### config.mk
export PLATFORM = sky130hd
export DESIGN_NAME = josephus_survivor
export DESIGN_NICKNAME = d
export VERILOG_FILES = /design/src/rtl/jos_pkg.sv /design/src/rtl/josephus_survivor.sv
export SDC_FILE = /design/constraint.sdc
export NUM_CORES = 1
export LEC_CHECK = 0
export BUFFER_PORTS_ARGS = -buffer_cell sky130_fd_sc_hd__buf_2
export CAP_MARGIN = 10
export CORE_MARGIN = 4
export CORE_UTILIZATION = 60
export CTS_BUF_LIST = sky130_fd_sc_hd__clkbuf_4 sky130_fd_sc_hd__clkbuf_8
export DETAILED_ROUTE_END_ITERATION = 6
export PLACE_DENSITY = 0.85
export SYNTH_ARGS = -nofsm -noshare
export SYNTH_HDL_FRONTEND = slang
export SYNTH_SLANG_ARGS = --single-unit
### constraint.sdc
create_clock -name clk_i -period 7.8 [get_ports clk_i]
set_input_delay 1.17 -clock clk_i [delete_from_list [all_inputs] [get_ports clk_i]]
set_output_delay 1.17 -clock clk_i [all_outputs]
set_load 0.01 [all_outputs]
### src/rtl/jos_pkg.sv
// Shared widths and limits for the Josephus survivor block.
`timescale 1ns / 1ps

package jos_pkg;

  localparam int unsigned MaxPeople   = 512;
  localparam int unsigned CountW      = 10;                  // people_count, survivor
  localparam int unsigned StepW       = 16;                  // step_count
  localparam int unsigned StepExtW    = StepW + 1;           // step with zero read as 2^16
  localparam int unsigned PosW        = $clog2(MaxPeople);   // 0-based position
  localparam int unsigned CircleW     = PosW + 1;            // holds MaxPeople itself
  localparam int unsigned DividendW   = StepExtW + 1;        // position + step
  localparam int unsigned BitCntW     = $clog2(DividendW);
  localparam int unsigned InTdataW    = ((CountW + StepW + 7) / 8) * 8;
  localparam int unsigned OutTdataW   = ((CountW + 7) / 8) * 8;

  localparam logic [CountW-1:0]  MaxPeopleVal = CountW'(MaxPeople);
  localparam logic [BitCntW-1:0] LastBit      = BitCntW'(DividendW - 1);

endpackage

### src/rtl/josephus_survivor.sv
// Josephus survivor: iterative remainder recurrence on one shared subtractor.
//
//  channel  dir  fields (lsb first)                       handshake
//  s_axis   in   people_count[9:0] step_count[25:10]      s_axis_tvalid/tready
//  m_axis   out  survivor[9:0]                            m_axis_tvalid/tready
//
// Each item runs the bit-serial restoring remainder unit for every circle size k
// from 2 to n when n >= 2, with 18 shift/subtract steps per circle size k.
// n of 0 or 1 skips the unit. Reset is asynchronous, active low, clears control.
// s_axis_tready is high only while the sequencer is idle; a finished result waits
// in the output register and the next item is taken meanwhile.
`timescale 1ns / 1ps

module josephus_survivor
  import jos_pkg::*;
(
  input  logic                 clk_i,
  input  logic                 rst_ni,
  input  logic                 s_axis_tvalid,
  output logic                 s_axis_tready,
  input  logic [InTdataW-1:0]  s_axis_tdata,   // people_count, step_count, zero pad
  output logic                 m_axis_tvalid,
  input  logic                 m_axis_tready,
  output logic [OutTdataW-1:0] m_axis_tdata    // survivor, zero pad
);

  localparam logic [1:0] StIdle = 2'd0;
  localparam logic [1:0] StDiv  = 2'd1;
  localparam logic [1:0] StFin  = 2'd2;

  logic [1:0]           state_q, state_d;
  logic [CountW-1:0]    n_q, n_d;
  logic [StepExtW-1:0]  m_q, m_d;
  logic [CircleW-1:0]   k_q, k_d;
  logic [DividendW-1:0] div_q, div_d;
  logic [PosW-1:0]      rem_q, rem_d;
  logic [BitCntW-1:0]   cnt_q, cnt_d;
  logic [CountW-1:0]    res_q, res_d;
  logic [CountW-1:0]    out_q, out_d;
  logic                 out_vld_q, out_vld_d;

  logic [CountW-1:0]    in_n, n_sat;
  logic [StepW-1:0]     in_m;
  logic [StepExtW-1:0]  m_ext;
  logic [CircleW:0]     trial;
  logic [CircleW:0]     diff;
  logic                 fits;
  logic [PosW-1:0]      rem_next;

  assign in_n  = s_axis_tdata[CountW-1:0];
  assign in_m  = s_axis_tdata[CountW+StepW-1:CountW];
  assign n_sat = (in_n > MaxPeopleVal) ? MaxPeopleVal : in_n;
  assign m_ext = {(in_m == '0), in_m};

  // Shared unit: shift in the next dividend bit, subtract k when it fits.
  assign trial    = {1'b0, rem_q, div_q[DividendW-1]};
  assign diff     = trial - {1'b0, k_q};
  assign fits     = trial >= {1'b0, k_q};
  assign rem_next = fits ? diff[PosW-1:0] : trial[PosW-1:0];

  assign s_axis_tready = (state_q == StIdle);
  assign m_axis_tvalid = out_vld_q;
  assign m_axis_tdata  = {{(OutTdataW-CountW){1'b0}}, out_q};

  always_comb begin
    state_d   = state_q;
    n_d       = n_q;
    m_d       = m_q;
    k_d       = k_q;
    div_d     = div_q;
    rem_d     = rem_q;
    cnt_d     = cnt_q;
    res_d     = res_q;
    out_d     = out_q;
    out_vld_d = out_vld_q;

    if (m_axis_tready) begin
      out_vld_d = 1'b0;
    end

    unique case (state_q)
      StIdle: begin
        if (s_axis_tvalid) begin
          n_d   = n_sat;
          m_d   = m_ext;
          k_d   = CircleW'(2);
          div_d = {1'b0, m_ext};
          rem_d = '0;
          cnt_d = '0;
          if (n_sat <= CountW'(1)) begin
            res_d   = n_sat;
            state_d = StFin;
          end else begin
            state_d = StDiv;
          end
        end
      end
      StDiv: begin
        div_d = {div_q[DividendW-2:0], 1'b0};
        rem_d = rem_next;
        cnt_d = cnt_q + BitCntW'(1);
        if (cnt_q == LastBit) begin
          // Remainder for this k done: advance k and reload position + step.
          cnt_d = '0;
          rem_d = '0;
          div_d = DividendW'(rem_next) + DividendW'(m_q);
          k_d   = k_q + CircleW'(1);
          if (CountW'(k_q) == n_q) begin
            res_d   = CountW'(rem_next) + CountW'(1);
            state_d = StFin;
          end
        end
      end
      StFin: begin
        // Hold until the output register is free.
        if (!out_vld_q || m_axis_tready) begin
          out_d     = res_q;
          out_vld_d = 1'b1;
          state_d   = StIdle;
        end
      end
      default: begin
        state_d = StIdle;
      end
    endcase
  end

  always_ff @(posedge clk_i or negedge rst_ni) begin
    if (!rst_ni) begin
      state_q   <= StIdle;
      out_vld_q <= 1'b0;
      cnt_q     <= '0;
    end else begin
      state_q   <= state_d;
      out_vld_q <= out_vld_d;
      cnt_q     <= cnt_d;
    end
  end

  always_ff @(posedge clk_i) begin
    n_q   <= n_d;
    m_q   <= m_d;
    k_q   <= k_d;
    div_q <= div_d;
    rem_q <= rem_d;
    res_q <= res_d;
    out_q <= out_d;
  end

endmodule
Word-level counts from Yosys, hierarchy flattened
Index checks and enable logic that the tools add are counted.

Register bits after elaboration: 92. Input bits: 36. RAM bits: 0. Memories: 0. Bits in read-only memories: 0. Bits in latches: 0.

Bitwise operators: 0. Reductions and logical operators: 11. Div/mod/pow operators: 0. Add/subtract/negate cells: 5. Equality and inequality tests: 9. Order comparisons: 3. Shift operators: 0. Multiply operators: 0. Multiplexer cells: 28.

Operators with widths (number): 10-bit 2-to-1 mux (7); 10-bit case mux with 2 select lines (2); 18-bit 2-to-1 mux (2); 18-bit case mux with 2 select lines (1); 9-bit 2-to-1 mux (3); 9-bit by 17-bit adder with 18-bit output (1); 9-bit case mux with 2 select lines (1); 16-bit zero test (1); 10-bit by 1-bit adder with 10-bit output (second input constant) (1); 9-bit by 1-bit adder with 10-bit output (second input constant) (1); 10-bit == test (1); 10-bit greater-or-equal comparator (1); 10-bit greater-than comparator (second input constant) (1); 10-bit by 1-bit less-or-equal comparator with 1-bit output (second input constant) (1); 2-bit 2-to-1 mux (5); 5-bit 2-to-1 mux (2); 5-bit case mux with 2 select lines (1); 9-bit subtractor (1); 2-bit != test (second input constant) (4); 2-bit case mux with 3 select lines (1); 2-bit AND reduction (3); 5-bit by 1-bit adder with 5-bit output (second input constant) (1); 5-bit == test (second input constant) (1); 5-bit AND reduction (1); 10 further kinds (12).

Logic depth before layout (Yosys ltp)
Gate-level depths: netlist (run 1).

Word-level depth: 6. Mapped depth: 21. Depth with buffers taken out: 21.

Worst setup path after synthesis (run 1)
Ideal clock, no wire load.

Kind: register to register. From: register k_q[0]. To: register div_q[15] (data pin). Arrival: 4.260 ns. Slack: 3.277 ns. Library setup time: 0.262 ns. Stages on the path, launching flop included: 19. Path buffers: 0. Cells stage by stage: edfxtp_1 > ha_1 > inv_1 > fa_1 > a21o_2 > a221o_1 > o21a_4 > nor2_2 > mux2i_1 > inv_1 > ha_1 > a21o_1 > a21o_1 > a21o_1 > a2111oi_0 > o31ai_1 > nand4_1 > xor2_1 > o22ai_1.

Cells in the longest elaborated chain, start to end: 5. Elaborated cells between the ends (all ways): 6. Classes of those cells: 2 x add/sub; 1 x order compare; 3 x mux.

RTL lines: from (decl) (line josephus_survivor.sv:34) `logic [CircleW-1:0] k_q, k_d;`; from (signal assigned) (line josephus_survivor.sv:143) `k_q <= k_d;`; 9-bit subtractor or 10-bit greater-or-equal comparator (tied branches) (line josephus_survivor.sv:57, josephus_survivor.sv:58); 9-bit 2-to-1 mux (*) (line josephus_survivor.sv:59) `assign rem_next = fits ? diff[PosW-1:0] : trial[PosW-1:0];`; net rem_next[1] (line josephus_survivor.sv:48) `logic [PosW-1:0] rem_next;`; 9-bit by 17-bit adder with 18-bit output (*) (line josephus_survivor.sv:106) `div_d = DividendW'(rem_next) + DividendW'(m_q);`; 18-bit 2-to-1 mux (*) (line josephus_survivor.sv:102) `if (cnt_q == LastBit) begin`; 18-bit case mux with 2 select lines (*) (line josephus_survivor.sv:81) `unique case (state_q)`; net div_d[15] (line josephus_survivor.sv:35) `logic [DividendW-1:0] div_q, div_d;`; to (signal assigned) (line josephus_survivor.sv:144) `div_q <= div_d;`; to (decl) (line josephus_survivor.sv:35).

Mark *: on every way through the listed nets, which the timed path passes. The rest lies on a longest branch. A chain may end at the register's enable or synchronous reset.

Final worst setup path (run 1)
From: register div_q[17]. To: register div_q[15] (data pin).

Cells in the longest elaborated chain, start to end: 5. Elaborated cells between the ends (all ways): 6. Classes of those cells: 2 x add/sub; 1 x order compare; 3 x mux.

RTL lines (line): 9-bit subtractor or 10-bit greater-or-equal comparator (tied branches) (josephus_survivor.sv:57, josephus_survivor.sv:58); 9-bit 2-to-1 mux (*) (josephus_survivor.sv:59); net rem_next[1] (josephus_survivor.sv:48); 9-bit by 17-bit adder with 18-bit output (*) (josephus_survivor.sv:106); 18-bit 2-to-1 mux (*) (josephus_survivor.sv:102); 18-bit case mux with 2 select lines (*) (josephus_survivor.sv:81); net div_d[15] (josephus_survivor.sv:35).

Marked as above.

==> results by group, run 1 <==
Timing
  • Setup WS post-layout: 2.26 ns
  • Actual slew at the worst max-slew pin: approximately 1.1 ns
  • Fin crit share: 0.711
  • Max Fclk: ~0.18 GHz
  • Final TNS setup: 0 ns
  • Slew Limit Fails: 0
  • Post-route minimum period: ~5.5 ns
  • Hold Vio Cnt, Final: 0
  • Final setup fails: 0
  • Slew HR: 0.237
  • Worst clock skew: 0.0162 ns
  • RSZ-0062 raised after global routing: no

Synth
  • #FFs+latches synth: roughly 90
  • Most frequent cells after synthesis: edfxtp_1, nand2_1, nor2_1
  • Synth Flop Type: edfxtp_1
  • Sequential fraction of the synthesis area: 0.525
  • EDFF count, synth: 84
  • FFs w/ async S/R, synth: 0.0870
  • Most frequent cell after synthesis: edfxtp_1
  • Area contributors post-synth: edfxtp_1, ha_1, xor2_1, dfrtp_1, nand2_1
  • Synth cell types: 58
  • Top cell type's share of synthesized area: 0.486
  • Syn Area/Cell: approximately 11 µm²
  • Synth Instances: ~480
  • Dominant cell type by area after synthesis: edfxtp_1
  • Post-Syn Area: roughly 5200 µm²
  • YS warnings: 0

Critical path
  • Worst reg-to-reg setup slack: about 2.3 ns
  • Worst Path Max Fanout: 8
  • Crit start category: flip-flop
  • Critical path, cell by cell: inv_1 > ha_1 > inv_1 > fa_1 > a21o_2 > a221o_1 > o21a_4 > nor2_2 > mux2i_1 > inv_1 > ha_1 > a21o_1 > a21o_1 > a21o_1 > a2111oi_0 > o31ai_1 > nand4_1 > xor2_1 > o22ai_1
  • R2r endpoint: div_q[15]
  • Worst setup EP type: flip-flop
  • Required @ worst endpoint: ~8 ns
  • Critical path class: flip-flop to flip-flop
  • Worst Path Arrival: 5.64 ns
  • Max incr delay on CP: 0.67 ns
  • R2R depth: 19
  • Crit Reg-Reg Startpoint: div_q[17]
  • CP max stage cell: a2111oi_0

Pwr
  • Total chip power: 2.58 mW
  • VDD IR-drop max: 0.257 mV
  • Leakage Power: about 2.3 nW
  • Power Dens Cells: between 400 and 500 nW/µm²

Clocking
  • CTS buffer count: 9
  • Clk_lat worst skew: approximately 0.36 ns
  • TritonCTS clock tree: done
  • H-tree depth: 3
  • Post-CTS Setup Bufs: 0
  • CTS clk-pin slew, worst paths: approximately 0.10 ns
  • Clock Path Buffers: 2
  • CTS Root Cell: clkbuf_8
  • Sink Count: 92
  • Post-CTS sizing: 0
  • Post-cts hold buffer count: 0

Final layout
  • P&R area growth vs syn: 8.71%
  • Nets: 579
  • Post-Layout Cell Count: roughly 630
  • Fraction of layout cells with a size suffix above 1: 0.155
  • Diode count: 0
  • Design area: 5640 µm²

Min path
  • Worst hold path type: flip-flop to flip-flop
  • Min-delay src: res_q[2]
  • Worst hold stages: 0
  • WHS Endpoint: out_q[2]

Flow run
  • Max Cap Viol: 0

Placed design
  • Post-DP Area: ~5400 µm²
  • IO Port Bufs: 41
  • DP Worst Slack: approximately 2.5 ns
  • Dpl hpwl: between 8000 and 9000 µm
  • GP Congestion: approximately 0.96
  • Dpl cells: ~610

Global route
  • GR Util met3: 0.0304
  • Vias in the first global route: between 3000 and 4000
  • Total gr overflow: 0
  • M2 GR Usage: 0.427
  • Total GRT Usage: 0.243
  • Largest net degree at the start of global routing: between 50 and 60
  • GR Layer Usage met1: 0.299
  • First-pass GRT wire length: ~19000 µm
  • Layer with the highest usage: met2
  • Initial antenna violation count: 0

Floorplan
  • Row count: 33
  • Vert. Die Dim: ~100 µm
  • Top Ports: 54
  • Core box area: 8300 µm²
  • Width of the die: ~100 µm
  • Initial Utilization: 0.625
  • Die area: a little over 10000 µm²

Route
  • Via Count: ~3800
  • WL final: about 12000 µm
  • Post-DRT Antenna Nets: 0
  • # DRC: 0
  • WL/cell: between 15 and 20 µm
  • DR vias/cell: slightly above 6
  • DR iter-0 viols: around 300
  • TritonRoute pass-1 iters: 5

Run status
  • Status: finished, final reports clean
critical path: cells and delay by family, from the launching register on:
kind	cells	cell delay, ns
multiplexers	1	0.47
adder cells (fa/ha/maj)	3	0.88
flip-flops	1	0.45
AND/OR/NAND/NOR	2	0.50
buffers and inverters	3	0.31
XOR/XNOR	1	0.20
AO/OA/AOI/OAI	9	2.46
placed cells by master (no fill, tap or decap), drive strengths merged, types with 7 or more instances in the layout:
cell type,count
xnor2,17
and3,7
a31oi,8
a21oi,25
nand3,17
inv,29
dfrtp,8
edfxtp,84
xor2,25
nor4,7
a21o,8
buf,46
nor2,37
nor2b,13
ha,24
o21ai,23
nor3,8
nand2,49
clkbuf,10
cells by family after synthesis:
family,after synthesis,share of synthesized area
AO/OA/AOI/OAI,90,0.109
XOR/XNOR,42,0.0709
adder cells (fa/ha/maj),26,0.0656
buffers and inverters,48,0.0463
flip-flops,92,0.525
multiplexers,8,0.0169
other,1,0.000723
AND/OR/NAND/NOR,170,0.166
worst max path at each step:
stage	start	end	depth (start not counted)
6_report	div_q[17]	div_q[15]	19
5_1_grt	div_q[17]	div_q[15]	19
4_1_cts	div_q[17]	div_q[15]	19
3_5_place_dp	div_q[17]	div_q[15]	19
3_3_place_gp	div_q[17]	div_q[11]	19
2_1_floorplan	k_q[0]	div_q[15]	18
cell type report:
type,count,area [µm²]
multi-input combinational,342,2240
fill,586,2660
clock buffer,10,131
inverter,26,97.6
sequential,92,2720
timing repair buffer,46,243
clock inverter,6,70.1
tap,105,131
sequential cells by signal, summed over array words and instances, names as in the netlist:
signal / count
m_axis_tvalid: 1
state_q: 2
rem_q: 9
out_q: 10
n_q: 10
k_q: 10
m_q: 17
div_q: 18
res_q: 10
cnt_q: 5
per-stage QoR:
stage | hold WS, ns | util
detailed placement | 0.415 | 0.655
global route | 0.443 | 0.679
CTS | 0.426 | 0.679
finish | 0.423 | 0.679
global placement | 0.401 | 0.655
floorplan | 0.400 | -
power by group:
part | switching [mW] | internal (mW)
Clock | 0.175 | 0.156
Sequential | 0.101 | 0.796
Combinational | 0.838 | 0.519
metal layers:
metal  up-vias  part of all wire
met3        30             0.057
met5         -                 0
met1      1819              0.39
met2       157              0.52
li1       1797                 -
met4         0             0.034
Note: power is estimated with default switching activity, not from simulation.
==> run 2: changes to the inputs <==
==> constraint.sdc (replaced) <==
create_clock -name clk_i -period 5.6 [get_ports clk_i]
set_input_delay 0.84 -clock clk_i [delete_from_list [all_inputs] [get_ports clk_i]]
set_output_delay 0.84 -clock clk_i [all_outputs]
set_load 0.01 [all_outputs]
==> results by group, run 2 (synthesis gave the netlist of run 1 again) <==
Critical path
  • CP delay by family, top: compound AO/OA/AOI/OAI gates
  • Crit Reg-Reg Startpoint: div_q[17]
  • R2R depth: 20 (+1)
  • R2r endpoint: div_q[15]
  • Crit start category: flip-flop
  • Worst reg-to-reg setup slack: 0.38 ns (-1.88 ns)
  • WP buf/inv: 4 (+1)
  • Required @ worst endpoint: 5.71 ns (-2.19 ns)
  • Critical path class: flip-flop to flip-flop
  • Max incr delay on CP: 0.58 ns (-0.09 ns)
  • Worst Path Max Fanout: 8 (unchanged)
  • CP max stage cell: a2111oi_0
  • Critical path, cell by cell: inv_1 > ha_1 > inv_1 > fa_1 > a21o_2 > a221o_1 > o21a_4 > nor2_2 > mux2i_1 > buf_4 > inv_1 > ha_1 > a21o_1 > a21o_1 > a21o_1 > a2111oi_0 > o31ai_1 > nand4_1 > xor2_1 > o22ai_1
  • Worst setup EP type: flip-flop
  • Worst Path Arrival: 5.33 ns (-0.31 ns)

Floorplan
  • Die area: 10200 µm² (unchanged)
  • Width of the die: 101 µm (unchanged)
  • Vert. Die Dim: 101 µm (unchanged)
  • Core box area: 8300 µm² (unchanged)
  • Top Ports: 54 (unchanged)
  • Initial Utilization: 0.625 (unchanged)
  • Row count: 33 (unchanged)

Global route
  • Initial antenna violation count: 0 (unchanged)
  • Vias in the first global route: 3880 (+0.73%)
  • First-pass GRT wire length: 18600 µm (-2.3%)
  • Largest net degree at the start of global routing: 51 (unchanged)
  • Total GRT Usage: 0.237 (-0.00574)
  • Total gr overflow: 0 (unchanged)

Final layout
  • Largest regs: div_q: 18 flops, m_q: 17 flops
  • P&R area growth vs syn: 8.76% (about the same)
  • Final core occ: 0.680 (about the same)
  • Diode count: 0 (unchanged)
  • Fillers: 594 (+1.4%)
  • Nets: 580 (+0.17%)
  • Max reg flops: 18 (unchanged)
  • Commonest non-fill, non-tap cell in the layout: edfxtp_1
  • Fraction of layout cells with a size suffix above 1: 0.155 (-0.000297)
  • Most frequent cells in the layout: edfxtp_1, nand2_1, buf_2, nor2_1, inv_1
  • Top reg by flops: div_q

Route
  • WL final: 11300 µm (-2.3%)
  • Via Count: 3787 (-0.42%)
  • TritonRoute pass-1 iters: 5 (unchanged)
  • DR iter-0 viols: 326 (+7.9%)
  • Post-DRT Antenna Nets: 0 (unchanged)
  • Max layer used: met4
  • WL/cell: 18.0 µm (-2.4%)
  • Met3 WL: 658 µm (-0.90%)
  • DR vias/cell: 6.03 (-0.58%)
  • Met2 routed WL: 5860 µm (-3.4%)
  • # DRC: 0 (unchanged)
  • Met1 wire length: 4450 µm (-0.45%)

Placed design
  • GP Congestion: 0.949 (-0.73%)
  • Dpl hpwl: 8380 µm (+2.6%)
  • IO Port Bufs: 41 (unchanged)

Pwr
  • Power Dens Cells: 636 nW/µm² (+39%)
  • VDD IR-drop max: 0.400 mV (+55%)
  • Clk pwr share: 0.123 (-0.005)
  • Sw Share: 0.430 (-0.00112)
  • Leakage Power: 2.28 nW (-0.25%)
  • Total net switching power: 1.54 mW (+38%)
  • Combinational share of power: 0.529 (+0.004)
  • P_int: 2.04 mW (+39%)
  • Register share of total power: 0.349 (+0.002)

Timing
  • Slew Limit Fails: 0 (unchanged)
  • Worst clock skew: 0.00937 ns (-0.00681 ns)
  • Final setup fails: 0 (unchanged)
  • Max Fclk: 0.191 GHz (+6.1%)
  • Final TNS setup: 0 ns (unchanged)
  • Slew HR: 0.235 (-0.00240)
  • RSZ-0062 raised after global routing: no
  • Fin crit share: 0.933 (+0.222)
  • Post-route minimum period: 5.22 ns (-0.321 ns)
  • Hold Vio Cnt, Final: 0 (unchanged)
  • Actual slew at the worst max-slew pin: 1.15 ns (+0.00360 ns)

Clocking
  • Post-CTS sizing: 0 (unchanged)
  • TritonCTS clock tree: done
  • Post-CTS Setup Bufs: 0 (unchanged)
  • Clock Path Buffers: 2 (unchanged)
  • CTS Root Cell: clkbuf_8
  • CTS clk-pin slew, worst paths: 0.09 ns (about the same)
  • H-tree depth: 3 (unchanged)
  • Sink Count: 92 (unchanged)
  • Post-cts hold buffer count: 0 (unchanged)
  • Clk_lat worst skew: 0.36 ns (about the same)
  • CTS buffer count: 9 (unchanged)

Min path
  • Worst hold path type: input pin to async pin

Flow run
  • Max Cap Viol: 0 (unchanged)

Run status
  • Status: finished, final reports clean
==> run 2: routing by layer <==
metal | track usage | vias up
li1 | - | 1795
met1 | 0.286 | 1815
met2 | 0.419 | 144
met3 | 0.0360 | 33
met4 | 0.103 | 0
met5 | 0 | -
==> run 2: worst max path at each step <==
stage | start | to | slack, ns | depth (start not counted)
final | div_q[17] | div_q[15] | 0.38 | 20
after global routing | div_q[17] | div_q[10] | 0.07 | 21
after CTS | div_q[17] | div_q[15] | 0.42 | 20
after detailed placement | div_q[17] | div_q[15] | 0.48 | 20
after global placement | div_q[17] | div_q[14] | 0.60 | 21
after floorplan | k_q[0] | div_q[15] | 1.08 | 18
==> run 2: layout make-up <==
class / count / area (µm²) / area share
clock buffers: 9 / 124 / 0.0220
clock inverters: 7 / 67.6 / 0.0120
inverters: 26 / 97.6 / 0.0173
multi-input cells: 342 / 2250 / 0.398
flip-flops and latches: 92 / 2720 / 0.483
well taps: 105 / 131 / 0.0233
repair buffers: 47 / 250 / 0.0444
==> run 2: power by group through the flow <==
stage / Combinational [mW] / Clock (mW) / Sequential, mW
after CTS: 1.87 / 0.443 / 1.25
final: 1.90 / 0.441 / 1.25
after global routing: 2.09 / 0.470 / 1.28
after floorplan: 1.44 / 0 / 1.21
after detailed placement: 1.83 / 0 / 1.26
after global placement: 1.75 / 0 / 1.24
==> run 2: per-stage QoR <==
stage	instances	hold WS, ns	total power, mW	worst slack (ns)	instance area [µm²]
after global placement	612	0.401	3.00	0.595	5440
after global routing	628	0.302	3.83	0.0738	5640
after floorplan	482	0.400	2.65	1.08	5200
after CTS	628	0.300	3.56	0.424	5640
final	628	0.304	3.59	0.378	5640
after detailed placement	612	0.405	3.10	0.477	5440
==> run 3: changes to the inputs <==
--- a/config.mk
+++ b/config.mk
@@ -5,12 +5,15 @@
 export SDC_FILE = /design/constraint.sdc
 export NUM_CORES = 1
 export LEC_CHECK = 0
+export ABC_CLOCK_PERIOD_IN_PS = 5600
 export BUFFER_PORTS_ARGS = -buffer_cell sky130_fd_sc_hd__buf_2
 export CAP_MARGIN = 10
 export CORE_MARGIN = 4
 export CORE_UTILIZATION = 60
 export CTS_BUF_LIST = sky130_fd_sc_hd__clkbuf_4 sky130_fd_sc_hd__clkbuf_8
 export DETAILED_ROUTE_END_ITERATION = 6
+export GPL_ROUTABILITY_DRIVEN = 0
+export GPL_TIMING_DRIVEN = 0
 export PLACE_DENSITY = 0.85
 export SYNTH_ARGS = -nofsm -noshare
 export SYNTH_HDL_FRONTEND = slang
==> results by group, run 3 (synthesis gave the netlist of run 1 again) <==
Critical path
  • Critical path, cell by cell: inv_1 > ha_1 > inv_1 > fa_1 > a21o_2 > a221o_1 > o21a_4 > nor2_2 > mux2i_2 > inv_1 > ha_1 > a21o_1 > a21o_1 > a21o_1 > a2111oi_1 > o31ai_1 > nand3_1 > xor2_1 > o22ai_1
  • R2R depth: 19 (-5.0%)
  • Required @ worst endpoint: 5.72 ns (about the same)
  • Crit start category: flip-flop
  • Worst Path Max Fanout: 8 (unchanged)
  • Worst Path Arrival: 5.40 ns (+0.07 ns)
  • Worst reg-to-reg setup slack: 0.32 ns (-0.06 ns)
  • Worst setup EP type: flip-flop
  • Crit Reg-Reg Startpoint: div_q[17]
  • CP max stage cell: a2111oi_1
  • Critical path class: flip-flop to flip-flop
  • R2r endpoint: div_q[11]
  • Max incr delay on CP: 0.57 ns (about the same)

Floorplan
  • Row count: 33 (unchanged)
  • Core box area: 8300 µm² (unchanged)
  • Vert. Die Dim: 101 µm (unchanged)
  • Initial Utilization: 0.625 (unchanged)
  • Width of the die: 101 µm (unchanged)
  • Top Ports: 54 (unchanged)
  • Die area: 10200 µm² (unchanged)

Placed design
  • IO Port Bufs: 41 (unchanged)
  • DP Worst Slack: 0.267 ns (-0.210 ns)
  • Dpl cells: 628 (+2.6%)
  • Dpl hpwl: 8680 µm (+3.5%)

Timing
  • Post-route minimum period: 5.28 ns (+0.0575 ns)
  • Final setup fails: 0 (unchanged)
  • Slew HR: 0.218 (-0.0175)
  • Setup WS post-layout: 0.320 ns (-0.0575 ns)
  • Slew Limit Fails: 0 (unchanged)
  • Max Fclk: 0.189 GHz (-1.1%)
  • Actual slew at the worst max-slew pin: 1.17 ns (+0.0262 ns)
  • Worst clock skew: 0.00690 ns (-0.00247 ns)
  • Min Hold Slack: 0.303 ns (-0.00124 ns)
  • Fin crit share: 0.943 (+0.0103)
  • RSZ-0062 raised after global routing: no
  • Hold Vio Cnt, Final: 0 (unchanged)
  • Final TNS setup: 0 ns (unchanged)

Final layout
  • Commonest non-fill, non-tap cell in the layout: edfxtp_1
  • Most frequent cells in the layout: edfxtp_1, nand2_1, buf_2, nor2_1, inv_1
  • Diode count: 0 (unchanged)
  • P&R area growth vs syn: 10.8%
  • Max reg flops: 18 (unchanged)
  • Final core occ: 0.692 (+0.0128)
  • Storage cell area: 2720 µm² (unchanged)
  • Nets: 596 (+2.8%)
  • Fillers: 607 (+2.2%)
  • Largest regs: div_q: 18 flops, m_q: 17 flops
  • Top reg by flops: div_q
  • Post-Layout Cell Count: 644 (+2.5%)
  • Multi-input combinational cell area: 2260 µm² (+0.39%)
  • Fraction of layout cells with a size suffix above 1: 0.163 (+0.00839)

Clocking
  • Clock Path Buffers: 2 (unchanged)
  • Post-cts hold buffer count: 0 (unchanged)
  • TritonCTS clock tree: done
  • Sink Count: 92 (unchanged)
  • Clk_lat worst skew: 0.37 ns (about the same)
  • CTS Root Cell: clkbuf_8
  • CTS clk-pin slew, worst paths: 0.09 ns (about the same)
  • H-tree depth: 3 (unchanged)
  • CTS buffer count: 9 (unchanged)

Route
  • Post-DRT Antenna Nets: 0 (unchanged)
  • DR vias/cell: 6.03 (about the same)
  • WL/cell: 18.3 µm (+1.2%)
  • Via Count: 3883 (+2.5%)
  • TritonRoute pass-1 iters: 5 (unchanged)
  • DR iter-0 viols: 257 (-21%)
  • # DRC: 0 (unchanged)
  • WL final: 11800 µm (+3.8%)

Global route
  • Total GRT Usage: 0.243 (+0.00579)
  • Vias in the first global route: 3901 (+0.54%)
  • Total gr overflow: 0 (unchanged)
  • Largest net degree at the start of global routing: 30 (-41%)
  • Initial antenna violation count: 0 (unchanged)
  • First-pass GRT wire length: 19100 µm (+2.3%)

Pwr
  • Power Dens Cells: 635 nW/µm² (-0.18%)
  • Leakage Power: 2.32 nW (+1.8%)
  • VDD IR-drop max: 0.362 mV (-9.3%)

Min path
  • Worst hold path type: input pin to async pin

Run status
  • Status: finished, final reports clean

Flow run
  • Max Cap Viol: 0 (unchanged)
==> run 3: worst max-delay path, delay by kind of cell (launching register included) <==
kind                       cells  cell delay, ns
muxes                          1            0.39
and+or+nand+nor                2            0.49
buffers and inverters          3            0.30
AOI/OAI and AO/OA              9            2.33
adders and majority gates      3            0.86
DFF                            1            0.44
xor gates and xnor gates       1            0.17
==> run 3: repair_timing <==
action	in CTS	in global routing
gates resized for setup	0	3
setup buffers	0	0
setup endpoints to repair	0	8
==> run 3: report_power, final <==
part | switching (mW) | total [mW] | leakage [nW] | internal [mW]
Sequential | 0.136 | 1.24 | 0.912 | 1.11
Clock | 0.243 | 0.447 | 0.0926 | 0.204
Combinational | 1.19 | 1.96 | 1.32 | 0.769
==> run 3: how the worst max path moves through the flow <==
stage                         start   endpoint  cells past startpoint
after floorplan              k_q[0]  div_q[15]                     18
after CTS                 div_q[17]  div_q[11]                     19
after global routing      div_q[17]  div_q[11]                     19
final                     div_q[17]  div_q[11]                     19
after global placement    div_q[17]  div_q[11]                     19
after detailed placement  div_q[17]  div_q[11]                     19
==> run 3: layer usage <==
metal / track usage / wire (µm)
met5: 0 / 0
met4: 0.123 / 445
met3: 0.0291 / 757
met2: 0.412 / 5900
met1: 0.306 / 4660
==> run 3: through the flow <==
| stage | power (mW) | instance area (µm²) |
|---|---|---|
| 2_1_floorplan | 2.65 | 5200 |
| 3_3_place_gp | 3.04 | 5540 |
| 3_5_place_dp | 3.15 | 5550 |
| 4_1_cts | 3.61 | 5740 |
| 5_1_grt | 3.92 | 5750 |
| 6_report | 3.65 | 5750 |
==> run 3: layout make-up <==
class / count / share of cell area
Sequential cell: 92 / 0.474
Timing Repair Buffer: 41 / 0.0357
Inverter: 26 / 0.0170
Tap cell: 105 / 0.0229
Buffer: 22 / 0.0248
Clock buffer: 9 / 0.0216
Multi-Input combinational cell: 342 / 0.393
Clock inverter: 7 / 0.0118
